File: src/hdl/pso_pkg.sv
`timescale 1ns / 1ps
// ----------------------------------------------------------------------------
// pso_pkg
// Shared types and constants of the swarm based MPP search block.
// ----------------------------------------------------------------------------
package pso_pkg;

  localparam int AGENT_COUNT = 4;
  localparam int AIDX_W      = $clog2(AGENT_COUNT);
  localparam int VIS_W       = $clog2(AGENT_COUNT + 1);

  localparam int CFG_IDX_W  = 3;
  localparam int CFG_DATA_W = 16;

  typedef enum logic [CFG_IDX_W-1:0] {
    CFG_MAX_VOLTAGE    = 3'd0,
    CFG_INERTIA_WEIGHT = 3'd1,
    CFG_COGNITIVE_GAIN = 3'd2,
    CFG_SOCIAL_GAIN    = 3'd3,
    CFG_SEARCH_LIMIT   = 3'd4,
    CFG_RNG_SEED       = 3'd5
  } cfg_reg_e;

  typedef struct packed {
    logic        op;
    logic [15:0] array_voltage;
    logic [15:0] array_current;
  } pso_in_t;

  typedef struct packed {
    logic [15:0] reference_voltage;
    logic        search_done;
    logic [31:0] best_power;
  } pso_out_t;

endpackage

File: src/hdl/pso_global_mppt_search.sv
`timescale 1ns / 1ps
// ----------------------------------------------------------------------------
// pso_global_mppt_search
// Global MPP search by a particle swarm with one shared multiplier.
// ----------------------------------------------------------------------------
// Usage:
//   Input channel (in_valid_i/in_ready_o/in_data_i) takes one measurement or
//   restart item; the output channel returns exactly one result item for it.
//   in_ready_o is high only while the sequencer is idle; one item is worked
//   on at a time, and a finished result waits in the output register while
//   the next item is already taken.
//   The single 33x18 multiplier forms power, the initial spread and each
//   velocity term in turn.
//   After reset the block draws the initial positions with in_ready_o low;
//   configuration writes are taken throughout.
//   A stalled receiver holds the result; the block then finishes the next
//   item and waits with it until the output register frees.
// ----------------------------------------------------------------------------
module pso_global_mppt_search (
  input  logic                             clk_i,
  input  logic                             rst_ni,
  input  logic                             cfg_we_i,
  input  logic [pso_pkg::CFG_IDX_W-1:0]    cfg_idx_i,
  input  logic [pso_pkg::CFG_DATA_W-1:0]   cfg_data_i,
  input  logic                             in_valid_i,
  output logic                             in_ready_o,
  input  pso_pkg::pso_in_t                 in_data_i,
  output logic                             out_valid_o,
  input  logic                             out_ready_i,
  output pso_pkg::pso_out_t                out_data_o
);
  import pso_pkg::*;

  localparam logic [15:0] MV_RST    = 16'd25600;
  localparam logic [15:0] W_RST     = 16'd2048;
  localparam logic [15:0] C1_RST    = 16'd4096;
  localparam logic [15:0] C2_RST    = 16'd4096;
  localparam logic [7:0]  LIM_RST   = 8'd45;
  localparam logic [15:0] SEED_RST  = 16'd44257;
  localparam logic [15:0] LFSR_TAPS = 16'hB400;
  localparam int          DIV5_MUL  = 52429;
  localparam int          DIV5_SH   = 18;
  localparam int          INTV_W    = 14;
  localparam int          SUM_W     = 17 + AIDX_W;
  localparam int          ACC_W     = 53;
  localparam int          VEL_SH    = 28;

  typedef enum logic [3:0] {
    S_IDLE, S_IINT, S_ISET, S_IDRAW, S_IPOS, S_PMUL, S_REC,
    S_MW, S_MC1, S_MD1, S_MC2, S_MD2, S_VEL, S_OUT
  } state_e;

  state_e                  state_q;
  logic [15:0]             mv_q, w_q, c1_q, c2_q, seed_q;
  logic [7:0]              lim_q;
  logic [15:0]             pos_q [AGENT_COUNT];
  logic signed [17:0]      vel_q [AGENT_COUNT];
  logic [31:0]             pbp_q [AGENT_COUNT];
  logic [15:0]             pbv_q [AGENT_COUNT];
  logic [31:0]             gbp_q;
  logic [15:0]             gbv_q;
  logic [VIS_W-1:0]        visit_q;
  logic                    setup_q, fwd_q;
  logic [7:0]              step_q;
  logic [15:0]             lfsr_q;
  logic [15:0]             init_mv_q;
  logic                    init_out_q;
  logic [AIDX_W-1:0]       idx_q;
  logic [INTV_W-1:0]       intv_q;
  logic [SUM_W-1:0]        base_q;
  logic [15:0]             vin_q, iin_q;
  logic signed [50:0]      prod_q;
  logic signed [ACC_W-1:0] acc_q;
  pso_out_t                res_q;
  logic                    out_valid_q;
  pso_out_t                out_q;

  logic signed [32:0]      mul_a;
  logic signed [17:0]      mul_b;
  logic [AIDX_W-1:0]       k;
  logic                    k_ok, k_last;
  logic [15:0]             lfsr_nx;
  logic [15:0]             x;
  logic signed [16:0]      diff1, diff2;
  logic [31:0]             power;
  logic                    pb_up, gb_up;
  logic [31:0]             gbp_new;
  logic signed [ACC_W-1:0] vsh;
  logic signed [17:0]      vel_sat;
  logic signed [18:0]      psum;
  logic [15:0]             pos_new;
  logic                    fwd_n;
  logic [AIDX_W-1:0]       nxt;
  logic [SUM_W-1:0]        init_p;
  logic [15:0]             init_pos;
  logic [7:0]              step_inc;

  function automatic logic [15:0] lfsr_step(input logic [15:0] v);
    logic [15:0] s;
    s = v >> 1;
    if (v[0]) begin
      s = s ^ LFSR_TAPS;
    end
    return s;
  endfunction

  function automatic logic [15:0] clamp_mv(input logic [15:0] v, input logic [15:0] m);
    return (v > m) ? m : v;
  endfunction

  assign in_ready_o  = (state_q == S_IDLE);
  assign out_valid_o = out_valid_q;
  assign out_data_o  = out_q;

  assign k       = visit_q[AIDX_W-1:0];
  assign k_ok    = visit_q < VIS_W'(AGENT_COUNT);
  assign k_last  = (k == AIDX_W'(AGENT_COUNT - 1));
  assign lfsr_nx = lfsr_step(lfsr_q);
  assign x       = pos_q[k];
  assign diff1   = signed'({1'b0, pbv_q[k]}) - signed'({1'b0, x});
  assign diff2   = signed'({1'b0, gbv_q}) - signed'({1'b0, x});
  assign power   = prod_q[31:0];
  assign pb_up   = power > pbp_q[k];
  assign gb_up   = power > gbp_q;
  assign gbp_new = gb_up ? power : gbp_q;
  assign step_inc = (step_q != 8'hFF) ? step_q + 8'd1 : step_q;

  // floor by arithmetic shift, then saturate to 18-bit signed
  assign vsh = acc_q >>> VEL_SH;
  always_comb begin
    vel_sat = vsh[17:0];
    if (!vsh[ACC_W-1] && (|vsh[ACC_W-2:17])) begin
      vel_sat = 18'sd131071;
    end else if (vsh[ACC_W-1] && !(&vsh[ACC_W-2:17])) begin
      vel_sat = -18'sd131072;
    end
  end

  assign psum = signed'({3'b000, x}) + signed'({vel_sat[17], vel_sat});
  always_comb begin
    if (psum[18]) begin
      pos_new = '0;
    end else if (psum > signed'({3'b000, mv_q})) begin
      pos_new = mv_q;
    end else begin
      pos_new = psum[15:0];
    end
  end

  always_comb begin
    fwd_n = fwd_q;
    if (k == '0) begin
      fwd_n = 1'b1;
    end else if (k_last) begin
      fwd_n = 1'b0;
    end
    nxt = fwd_n ? k + AIDX_W'(1) : k - AIDX_W'(1);
  end

  assign init_p   = SUM_W'(prod_q[INTV_W+15:16]) + base_q;
  assign init_pos = (init_p > SUM_W'(init_mv_q)) ? init_mv_q : init_p[15:0];

  always_comb begin
    mul_a = '0;
    mul_b = '0;
    case (state_q)
      S_IINT: begin
        mul_a = 33'(DIV5_MUL);
        mul_b = {2'b00, init_mv_q};
      end
      S_IDRAW: begin
        mul_a = {17'b0, lfsr_nx};
        mul_b = {(18 - INTV_W)'(0), intv_q};
      end
      S_PMUL: begin
        mul_a = {17'b0, vin_q};
        mul_b = {2'b00, iin_q};
      end
      S_REC: begin
        mul_a = {17'b0, w_q};
        mul_b = vel_q[k];
      end
      S_MW: begin
        mul_a = {17'b0, c1_q};
        mul_b = {2'b00, lfsr_nx};
      end
      S_MC1: begin
        mul_a = {1'b0, prod_q[31:0]};
        mul_b = {diff1[16], diff1};
      end
      S_MD1: begin
        mul_a = {17'b0, c2_q};
        mul_b = {2'b00, lfsr_nx};
      end
      S_MC2: begin
        mul_a = {1'b0, prod_q[31:0]};
        mul_b = {diff2[16], diff2};
      end
      default: ;
    endcase
  end

  always_ff @(posedge clk_i or negedge rst_ni) begin
    if (!rst_ni) begin
      state_q     <= S_IINT;
      mv_q        <= MV_RST;
      w_q         <= W_RST;
      c1_q        <= C1_RST;
      c2_q        <= C2_RST;
      lim_q       <= LIM_RST;
      seed_q      <= SEED_RST;
      for (int i = 0; i < AGENT_COUNT; i++) begin
        pos_q[i] <= '0;
        vel_q[i] <= '0;
        pbp_q[i] <= '0;
        pbv_q[i] <= '0;
      end
      gbp_q       <= '0;
      gbv_q       <= '0;
      visit_q     <= VIS_W'(AGENT_COUNT);
      setup_q     <= 1'b1;
      fwd_q       <= 1'b1;
      step_q      <= '0;
      lfsr_q      <= SEED_RST;
      init_mv_q   <= MV_RST;
      init_out_q  <= 1'b0;
      idx_q       <= '0;
      intv_q      <= '0;
      base_q      <= '0;
      vin_q       <= '0;
      iin_q       <= '0;
      prod_q      <= '0;
      acc_q       <= '0;
      res_q       <= '0;
      out_valid_q <= 1'b0;
      out_q       <= '0;
    end else begin
      prod_q <= mul_a * mul_b;

      if (cfg_we_i) begin
        case (cfg_idx_i)
          CFG_MAX_VOLTAGE:    mv_q   <= cfg_data_i;
          CFG_INERTIA_WEIGHT: w_q    <= cfg_data_i;
          CFG_COGNITIVE_GAIN: c1_q   <= cfg_data_i;
          CFG_SOCIAL_GAIN:    c2_q   <= cfg_data_i;
          CFG_SEARCH_LIMIT:   lim_q  <= cfg_data_i[7:0];
          CFG_RNG_SEED:       seed_q <= cfg_data_i;
          default: ;
        endcase
      end

      if (state_q == S_OUT && (!out_valid_q || out_ready_i)) begin
        out_q       <= res_q;
        out_valid_q <= 1'b1;
      end else if (out_ready_i) begin
        out_valid_q <= 1'b0;
      end

      case (state_q)
        S_IDLE: begin
          if (in_valid_i) begin
            vin_q <= in_data_i.array_voltage;
            iin_q <= in_data_i.array_current;
            if (in_data_i.op) begin
              for (int i = 0; i < AGENT_COUNT; i++) begin
                vel_q[i] <= '0;
                pbp_q[i] <= '0;
                pbv_q[i] <= '0;
              end
              gbp_q      <= '0;
              gbv_q      <= '0;
              visit_q    <= VIS_W'(AGENT_COUNT);
              setup_q    <= 1'b1;
              fwd_q      <= 1'b1;
              step_q     <= '0;
              lfsr_q     <= seed_q;
              init_mv_q  <= mv_q;
              init_out_q <= 1'b1;
              state_q    <= S_IINT;
            end else if (step_q > lim_q) begin
              res_q   <= '{clamp_mv(gbv_q, mv_q), 1'b1, gbp_q};
              state_q <= S_OUT;
            end else if (!k_ok) begin
              visit_q <= '0;
              step_q  <= step_inc;
              res_q   <= '{clamp_mv(pos_q[0], mv_q), 1'b0, gbp_q};
              state_q <= S_OUT;
            end else begin
              state_q <= S_PMUL;
            end
          end
        end
        S_IINT: state_q <= S_ISET;
        S_ISET: begin
          intv_q  <= prod_q[DIV5_SH+INTV_W-1:DIV5_SH];
          base_q  <= '0;
          idx_q   <= '0;
          state_q <= S_IDRAW;
        end
        S_IDRAW: begin
          lfsr_q  <= lfsr_nx;
          state_q <= S_IPOS;
        end
        S_IPOS: begin
          pos_q[idx_q] <= init_pos;
          base_q       <= base_q + SUM_W'(intv_q);
          if (idx_q == AIDX_W'(AGENT_COUNT - 1)) begin
            init_out_q <= 1'b0;
            if (init_out_q) begin
              res_q   <= '{clamp_mv(pos_q[0], mv_q), 1'b0, 32'd0};
              state_q <= S_OUT;
            end else begin
              state_q <= S_IDLE;
            end
          end else begin
            idx_q   <= idx_q + AIDX_W'(1);
            state_q <= S_IDRAW;
          end
        end
        S_PMUL: state_q <= S_REC;
        S_REC: begin
          if (pb_up) begin
            pbp_q[k] <= power;
            pbv_q[k] <= vin_q;
          end
          if (gb_up) begin
            gbp_q <= power;
            gbv_q <= vin_q;
          end
          if (setup_q) begin
            step_q  <= step_inc;
            state_q <= S_OUT;
            if (k_last) begin
              setup_q <= 1'b0;
              fwd_q   <= 1'b0;
              visit_q <= VIS_W'(AGENT_COUNT - 2);
              res_q   <= '{clamp_mv(pos_q[AGENT_COUNT-2], mv_q), 1'b0, gbp_new};
            end else begin
              visit_q <= VIS_W'(k) + VIS_W'(1);
              res_q   <= '{clamp_mv(pos_q[k + AIDX_W'(1)], mv_q), 1'b0, gbp_new};
            end
          end else begin
            state_q <= S_MW;
          end
        end
        S_MW: begin
          acc_q   <= ACC_W'(prod_q) <<< 16;
          lfsr_q  <= lfsr_nx;
          state_q <= S_MC1;
        end
        S_MC1: state_q <= S_MD1;
        S_MD1: begin
          acc_q   <= acc_q + ACC_W'(prod_q);
          lfsr_q  <= lfsr_nx;
          state_q <= S_MC2;
        end
        S_MC2: state_q <= S_MD2;
        S_MD2: begin
          acc_q   <= acc_q + ACC_W'(prod_q);
          state_q <= S_VEL;
        end
        S_VEL: begin
          vel_q[k] <= vel_sat;
          pos_q[k] <= pos_new;
          fwd_q    <= fwd_n;
          visit_q  <= VIS_W'(nxt);
          step_q   <= step_inc;
          res_q    <= '{clamp_mv(pos_q[nxt], mv_q), 1'b0, gbp_q};
          state_q  <= S_OUT;
        end
        S_OUT: begin
          if (!out_valid_q || out_ready_i) begin
            state_q <= S_IDLE;
          end
        end
        default: state_q <= S_IDLE;
      endcase
    end
  end

endmodule

File: config.mk
export PLATFORM = sky130hd
export DESIGN_NAME = pso_global_mppt_search
export DESIGN_NICKNAME = d
export VERILOG_FILES = /design/src/hdl/pso_pkg.sv /design/src/hdl/pso_global_mppt_search.sv
export SDC_FILE = /design/constraint.sdc
export NUM_CORES = 2
export LEC_CHECK = 0
export BUFFER_PORTS_ARGS = -buffer_cell sky130_fd_sc_hd__buf_2
export CORE_MARGIN = 10
export CORE_UTILIZATION = 55
export DETAILED_ROUTE_END_ITERATION = 10
export PLACE_DENSITY = 0.74
export SKIP_CTS_REPAIR_TIMING = 1
export SYNTH_ARGS = -nofsm -noshare
export SYNTH_HDL_FRONTEND = slang
export SYNTH_SLANG_ARGS = --single-unit
File: constraint.sdc
create_clock -name clk_i -period 10.2 [get_ports clk_i]
set_input_delay 0.51 -clock clk_i [delete_from_list [all_inputs] [get_ports clk_i]]
set_output_delay 0.51 -clock clk_i [all_outputs]
set_load 0.02 [all_outputs]
== Word level (Yosys, flattened, before mapping) ==
Index checks and enable logic that the tools add are counted.
Operators by class
  add/subtract/negate cells: 11
  multipliers: 1
  magnitude comparators: 17
  equality and inequality tests: 34
  multiplexer cells: 117
  bitwise operators: 5
  reductions and logical operators: 47
Operators by type and width (count)
  2-to-1 mux 49 bit: 8
  2-to-1 mux 128 bit: 3
  2-to-1 mux 16 bit: 24
  case mux 128 bit (2 select lines): 1
  case mux 64 bit (2 select lines): 2
  case mux 32 bit (7 select lines): 1
  case mux 49 bit (4 select lines): 1
  bitwise mux 64 bit: 3
  2-to-1 mux 32 bit: 6
  2-to-1 mux 64 bit: 3
  2-to-1 mux 72 bit: 2
  case mux 72 bit (2 select lines): 1
  binary-select mux 16 bit (select 2 bit): 4
  bitwise mux 128 bit: 1
  case mux 18 bit (7 select lines): 1
  case mux 53 bit (2 select lines): 1
  2-to-1 mux 18 bit: 5
  greater-than comparator 16 bit: 5
  bitwise mux 72 bit: 1
  binary-select mux 32 bit (select 2 bit): 1
  demux 16 bit (select 2 bit): 2
  demux 32 bit (select 2 bit): 1
  greater-than comparator 32 bit: 2
  case mux 16 bit (2 select lines): 2
  64 further kinds: 151
Word-level totals
  flip-flop bits (word level): 784
  input port bits: 57
  logic and storage cells: 278

== Logic depth before layout (Yosys ltp) ==
  depth in word-level cells: 11
  mapped depth: 45

== Least setup slack after synthesis ==
OpenSTA, ideal clock, no wires.
  path kind: reg2reg
  start: register visit_q[0]
  end: register prod_q[46]
  library setup time: 0.126 ns
  arrival time: 10.544 ns
  data required time: 10.074 ns
  slack: -0.470 ns
  cell stages (with the launch flop): 42
  cells stage by stage: dfrtp_1 clkbuf_1 buf_2 buf_4 buf_2 buf_2 buf_2 mux4_2 ha_1 fa_1 nor2b_1 o21ai_1 a21oi_1 o21ai_0 a21oi_1 a21o_1 a21oi_1 o32a_1 (+6 left out) fa_1 fa_1 fa_1 fa_1 inv_1 fa_1 inv_1 ha_1 clkbuf_1 a211oi_1 o21bai_1 a21o_1 a221o_1 o31ai_2 o21ai_1 o21a_1 a311o_1 xor2_1
On the way
  cells in the longest elaborated chain, start to end: 7
  elaborated cells between the ends (all ways): 14
  those cells by class: add/sub: 2; mul: 1; mux: 10; bitwise: 1
Ends and longest elaborated chain
  start: declaration: line pso_global_mppt_search.sv:62  | logic [VIS_W-1:0] visit_q;
  start signal: assignment: line pso_global_mppt_search.sv:220  | visit_q <= VIS_W'(AGENT_COUNT);
  start signal: assignment: line pso_global_mppt_search.sv:272  | visit_q <= VIS_W'(AGENT_COUNT);
  start signal: assignment: line pso_global_mppt_search.sv:336  | visit_q <= VIS_W'(AGENT_COUNT - 2);
  NOT 2 -> 3 bit (not written as such) (*): line pso_global_mppt_search.sv:119, pso_global_mppt_search.sv:120, pso_global_mppt_search.sv:181
  binary-select mux 16 bit (select 2 bit) (on tied branches): line pso_global_mppt_search.sv:119, pso_global_mppt_search.sv:120
  2-to-1 mux 16 bit (on tied branches) (2 in a row): line pso_global_mppt_search.sv:119, pso_global_mppt_search.sv:120
  subtractor 16 x 16 -> 17 bit (on tied branches): line pso_global_mppt_search.sv:121, pso_global_mppt_search.sv:120
  case mux 18 bit (7 select lines) (*): line pso_global_mppt_search.sv:166  | case (state_q)
  multiplier 33 x 18 -> 51 bit (*): line pso_global_mppt_search.sv:238  | prod_q <= mul_a * mul_b;
  end signal: assignment: line pso_global_mppt_search.sv:238
  end: declaration: line pso_global_mppt_search.sv:72  | logic signed [50:0] prod_q;
Every way passes the cells marked *; elsewhere a longest branch is shown, timed or not. The select of a mux whose other input is x is not followed.
A chain may end at the register's enable or synchronous reset.

== Worst setup path in the final report ==
Ends and elaborated chain as after synthesis.

==> PnR_summary.wiki <==
{| class="wikitable"
! Metric !! Value
|-
| DRT iter0 DRCs || between 6k and 7k
|-
| Worst max-slew margin expressed relative to the limit || ~15%
|-
| Unrepaired setup endpoints after global routing || true
|-
| Final max-slew violation count || 0
|-
| Final #Nets || 7944
|-
| Reg clk slew, reported paths || 60 ps
|-
| Net count of the mapped netlist || 7942
|-
| Synth-to-layout area growth || 8.87%
|-
| Slew at the pin closest to its max-slew limit || roughly 1300 ps
|-
| Clock buffer depth || 3
|-
| Hold Slack || -97.8 ps
|-
| Critical-path cell with the highest stage delay || fa_1
|-
| Clock tree root buffer cell || clkbuf_16
|-
| HP Class || input port to async pin
|-
| CTS tree || yes
|-
| 1st-pass router iterations || 9
|-
| Post-synthesis sequential element count || 784
|-
| Routed length on met1 || a little over 90000 um
|-
| CP delay by family, top || adder cells
|-
| Final design utilization || about three fifths
|-
| Total number of vias || approximately 55k
|-
| Initial Utilization || between 50% and 60%
|-
| Violations in the final reports || negative hold slack
|-
| Number of DRC violations after detailed routing || 0
|-
| Top layer used by detailed routing || met5
|-
| Antenna Violating Nets Remaining || 0
|-
| Dominant register cell in the synthesized netlist || dfrtp_1
|-
| Vias in the first global route || 55.1k
|-
| Ratio of cells with drive above 1 in the final layout || 12.1%
|-
| Clock Sink Count || just under 800
|-
| Detailed-routed wire length on met2 || slightly below 100000 um
|-
| Post-DP HPWL || 172000 um
|-
| Routed wirelength normalized by instance count || roughly 26 um
|-
| Worst endpoint data arrival time || 10400 ps
|-
| Required time of the worst setup path || 10740 ps
|-
| Gate count of the mapped netlist || 6912
|-
| WL met3 || ~25000 um
|-
| Total standard cell area after synthesis || between 0.06 and 0.07 mm2
|-
| Kind of launch point of the worst setup path || register
|-
| Warnings, synthesis || 0
|-
| IO Port Bufs || between 100 and 150
|-
| Type of element capturing the critical path || register
|-
| Most frequent CP cell || fa_1
|-
| Die boundary width || ~370 um
|-
| Synthesized area divided by synthesized cell count || between 9 and 10 um2
|-
| Share of the clock period used by the worst path after layout || a little over nine tenths
|-
| Min cycle time layout || just under 10000 ps
|-
| Routed vias/inst || 6.37
|-
| Largest net degree at the start of global routing || roughly 200
|-
| Critical path type || register to register
|-
| Run status || complete, but fails checks
|-
| Share of async-settable or async-resettable flops after synthesis || 100%
|-
| CP Buf/Inv Count || 7
|-
| Total wire length after detailed routing || 227000 um
|-
| Skew-Pair Late Insertion Delay || 670 ps
|-
| Number of antenna violations at the first check in global routing || 11
|-
| Level count of the clock H-tree || 3
|-
| Post-synth EDFFs || 0
|-
| Number of endpoints with negative hold slack in the final report || 81
|-
| Final setup violation count || 0
|-
| Crit-path max FO || 18
|-
| Number of distinct library cells after synthesis || between 90 and 100
|-
| Global-route wire length before repair || between 300000 and 400000 um
|-
| Core area || approximately 0.12 mm2
|-
| Final clock skew || 36.3 ps
|-
| Overall fraction of global-route tracks in use || approximately a third
|-
| Longest individual stage delay on the worst path || around 570 ps
|-
| I/O pins || between 100 and 150
|-
| Die height || between 300 and 400 um
|-
| Number of cell rows || ~130
|-
| Overflow left after global routing || 0
|-
| RD Place Congestion || just over 1
|-
| Die Outline Area || 0.134 mm2
|-
| CTS Buf Count || 83
|-
| Filler Cells Inserted || about 10k
|-
| Post-place instance area || slightly below 0.07 mm2
|-
| Final instance area || 0.0719 mm2
|-
| F_max || just over 100 MHz
|-
| Share of synthesized area occupied by flip-flops and latches || 29.7%
|-
| Max cap viols || 0
|}
==> per-layer routing <==
metal | global-route usage [%] | vias up
met5 | 0 | -
met4 | 15.2 | 10
met3 | 8.54 | 644
met2 | 50.0 | 2922
met1 | 44.8 | 27446
li1 | - | 23682
==> cell families (layout without fill, tap and decap cells) <==
group | Yosys count | after routing | share of synthesized area, %
other | 0 | 2 | 0
XOR/XNOR | 143 | 143 | 1.90
buffers and inverters | 1169 | 1237 | 6.80
adder cells (fa/ha/maj) | 973 | 973 | 23.9
AO/OA/AOI/OAI | 1364 | 1364 | 13.9
AND/OR/NAND/NOR | 1952 | 1952 | 13.0
flip-flops | 784 | 784 | 29.7
multiplexers | 527 | 527 | 10.7
==> cell type report <==
class | instances | area, um2 | share of cell area (%)
repair buffers | 283 | 2040 | 2.84
flip-flops and latches | 784 | 19700 | 27.3
multi-input cells | 4959 | 42300 | 58.8
clock inverters | 41 | 557 | 0.774
diodes | 2 | 5.00 | 0.00696
inverters | 803 | 3010 | 4.19
clock buffers | 110 | 2340 | 3.25
well taps | 1612 | 2020 | 2.80
==> final timing paths <==
kind,from,to,slack (ps),cells after the start
max,visit_q[0]$_DFFE_PN0P_,prod_q[46]$_DFF_PN0_,350,35
min,rst_ni,lim_q[4]$_DFFE_PN0P_,-100,1
max reg2reg,visit_q[0]$_DFFE_PN0P_,prod_q[46]$_DFF_PN0_,350,35
min reg2reg,seed_q[5]$_DFFE_PN1P_,lfsr_q[5]$_DFFE_PN1P_,480,2
max in group asynchronous,rst_ni,pbp_q[29]$_DFFE_PN0P_,7840,3
min in group clk_i,in_data_i[11],iin_q[11]$_DFFE_PN0P_,70,2
==> placed cells by master, fill, tap and decap left out, types with 73 or more instances in the layout <==
cell and count:
xnor2_1 85, a22o_1 73, a21o_1 90, nor2_1 432
a31oi_1 90, nand3_1 128, nor2b_1 89, buf_2 106
mux4_2 114, clkbuf_16 84, mux2i_1 240, a21oi_1 279
o21ai_0 297, buf_4 160, dfrtp_1 749, mux2_2 162
fa_1 486, ha_1 487, nand2_1 948, inv_1 799
==> registers in the layout (all words and copies together) (netlist names), 49 cells and up <==
| name | flops |
|---|---|
| acc_q | 53 |
| out_data_o | 49 |
| pbp_q | 128 |
| pbv_q | 64 |
| pos_q | 64 |
| prod_q | 51 |
| res_q | 49 |
| vel_q | 72 |
==> Yosys cell counts, types with 56 or more instances <==
cell | number | share of area (%)
ha_1 | 487 | 9.2
mux4_2 | 114 | 3.9
dfrtp_1 | 751 | 28
a21o_1 | 90 | 1.0
mux2i_1 | 240 | 3.6
nor2b_1 | 89 | 0.84
nand2b_1 | 67 | 0.63
nand2_1 | 952 | 5.4
nand3_1 | 132 | 1.0
a22o_1 | 73 | 0.97
o21ai_0 | 300 | 2.3
buf_2 | 56 | 0.42
mux2_2 | 162 | 2.8
xor2_1 | 58 | 0.77
a21oi_1 | 279 | 2.1
a31oi_1 | 90 | 0.85
o21a_1 | 60 | 0.68
xnor2_1 | 85 | 1.1
clkbuf_1 | 281 | 1.6
fa_1 | 486 | 15
o221ai_1 | 70 | 0.93
inv_1 | 799 | 4.5
nor2_1 | 441 | 2.5
==> through the flow <==
step / setup slack, ps / instances / TNS (ps) / hold slack (ps)
floorplan: 62.6 / 6912 / 0 / 214
global placement: 350 / 8441 / 0 / 464
detailed placement: 210 / 8441 / 0 / 474
CTS: 225 / 8592 / 0 / -44.4
global route: -6.65 / 8592 / -8.77 / 6.59
finish: 346 / 8594 / 0 / -97.8
Power is left out: the tool's default activity adds up to more than one toggle a clock period on the data nets, which glitch-free logic cannot reach.
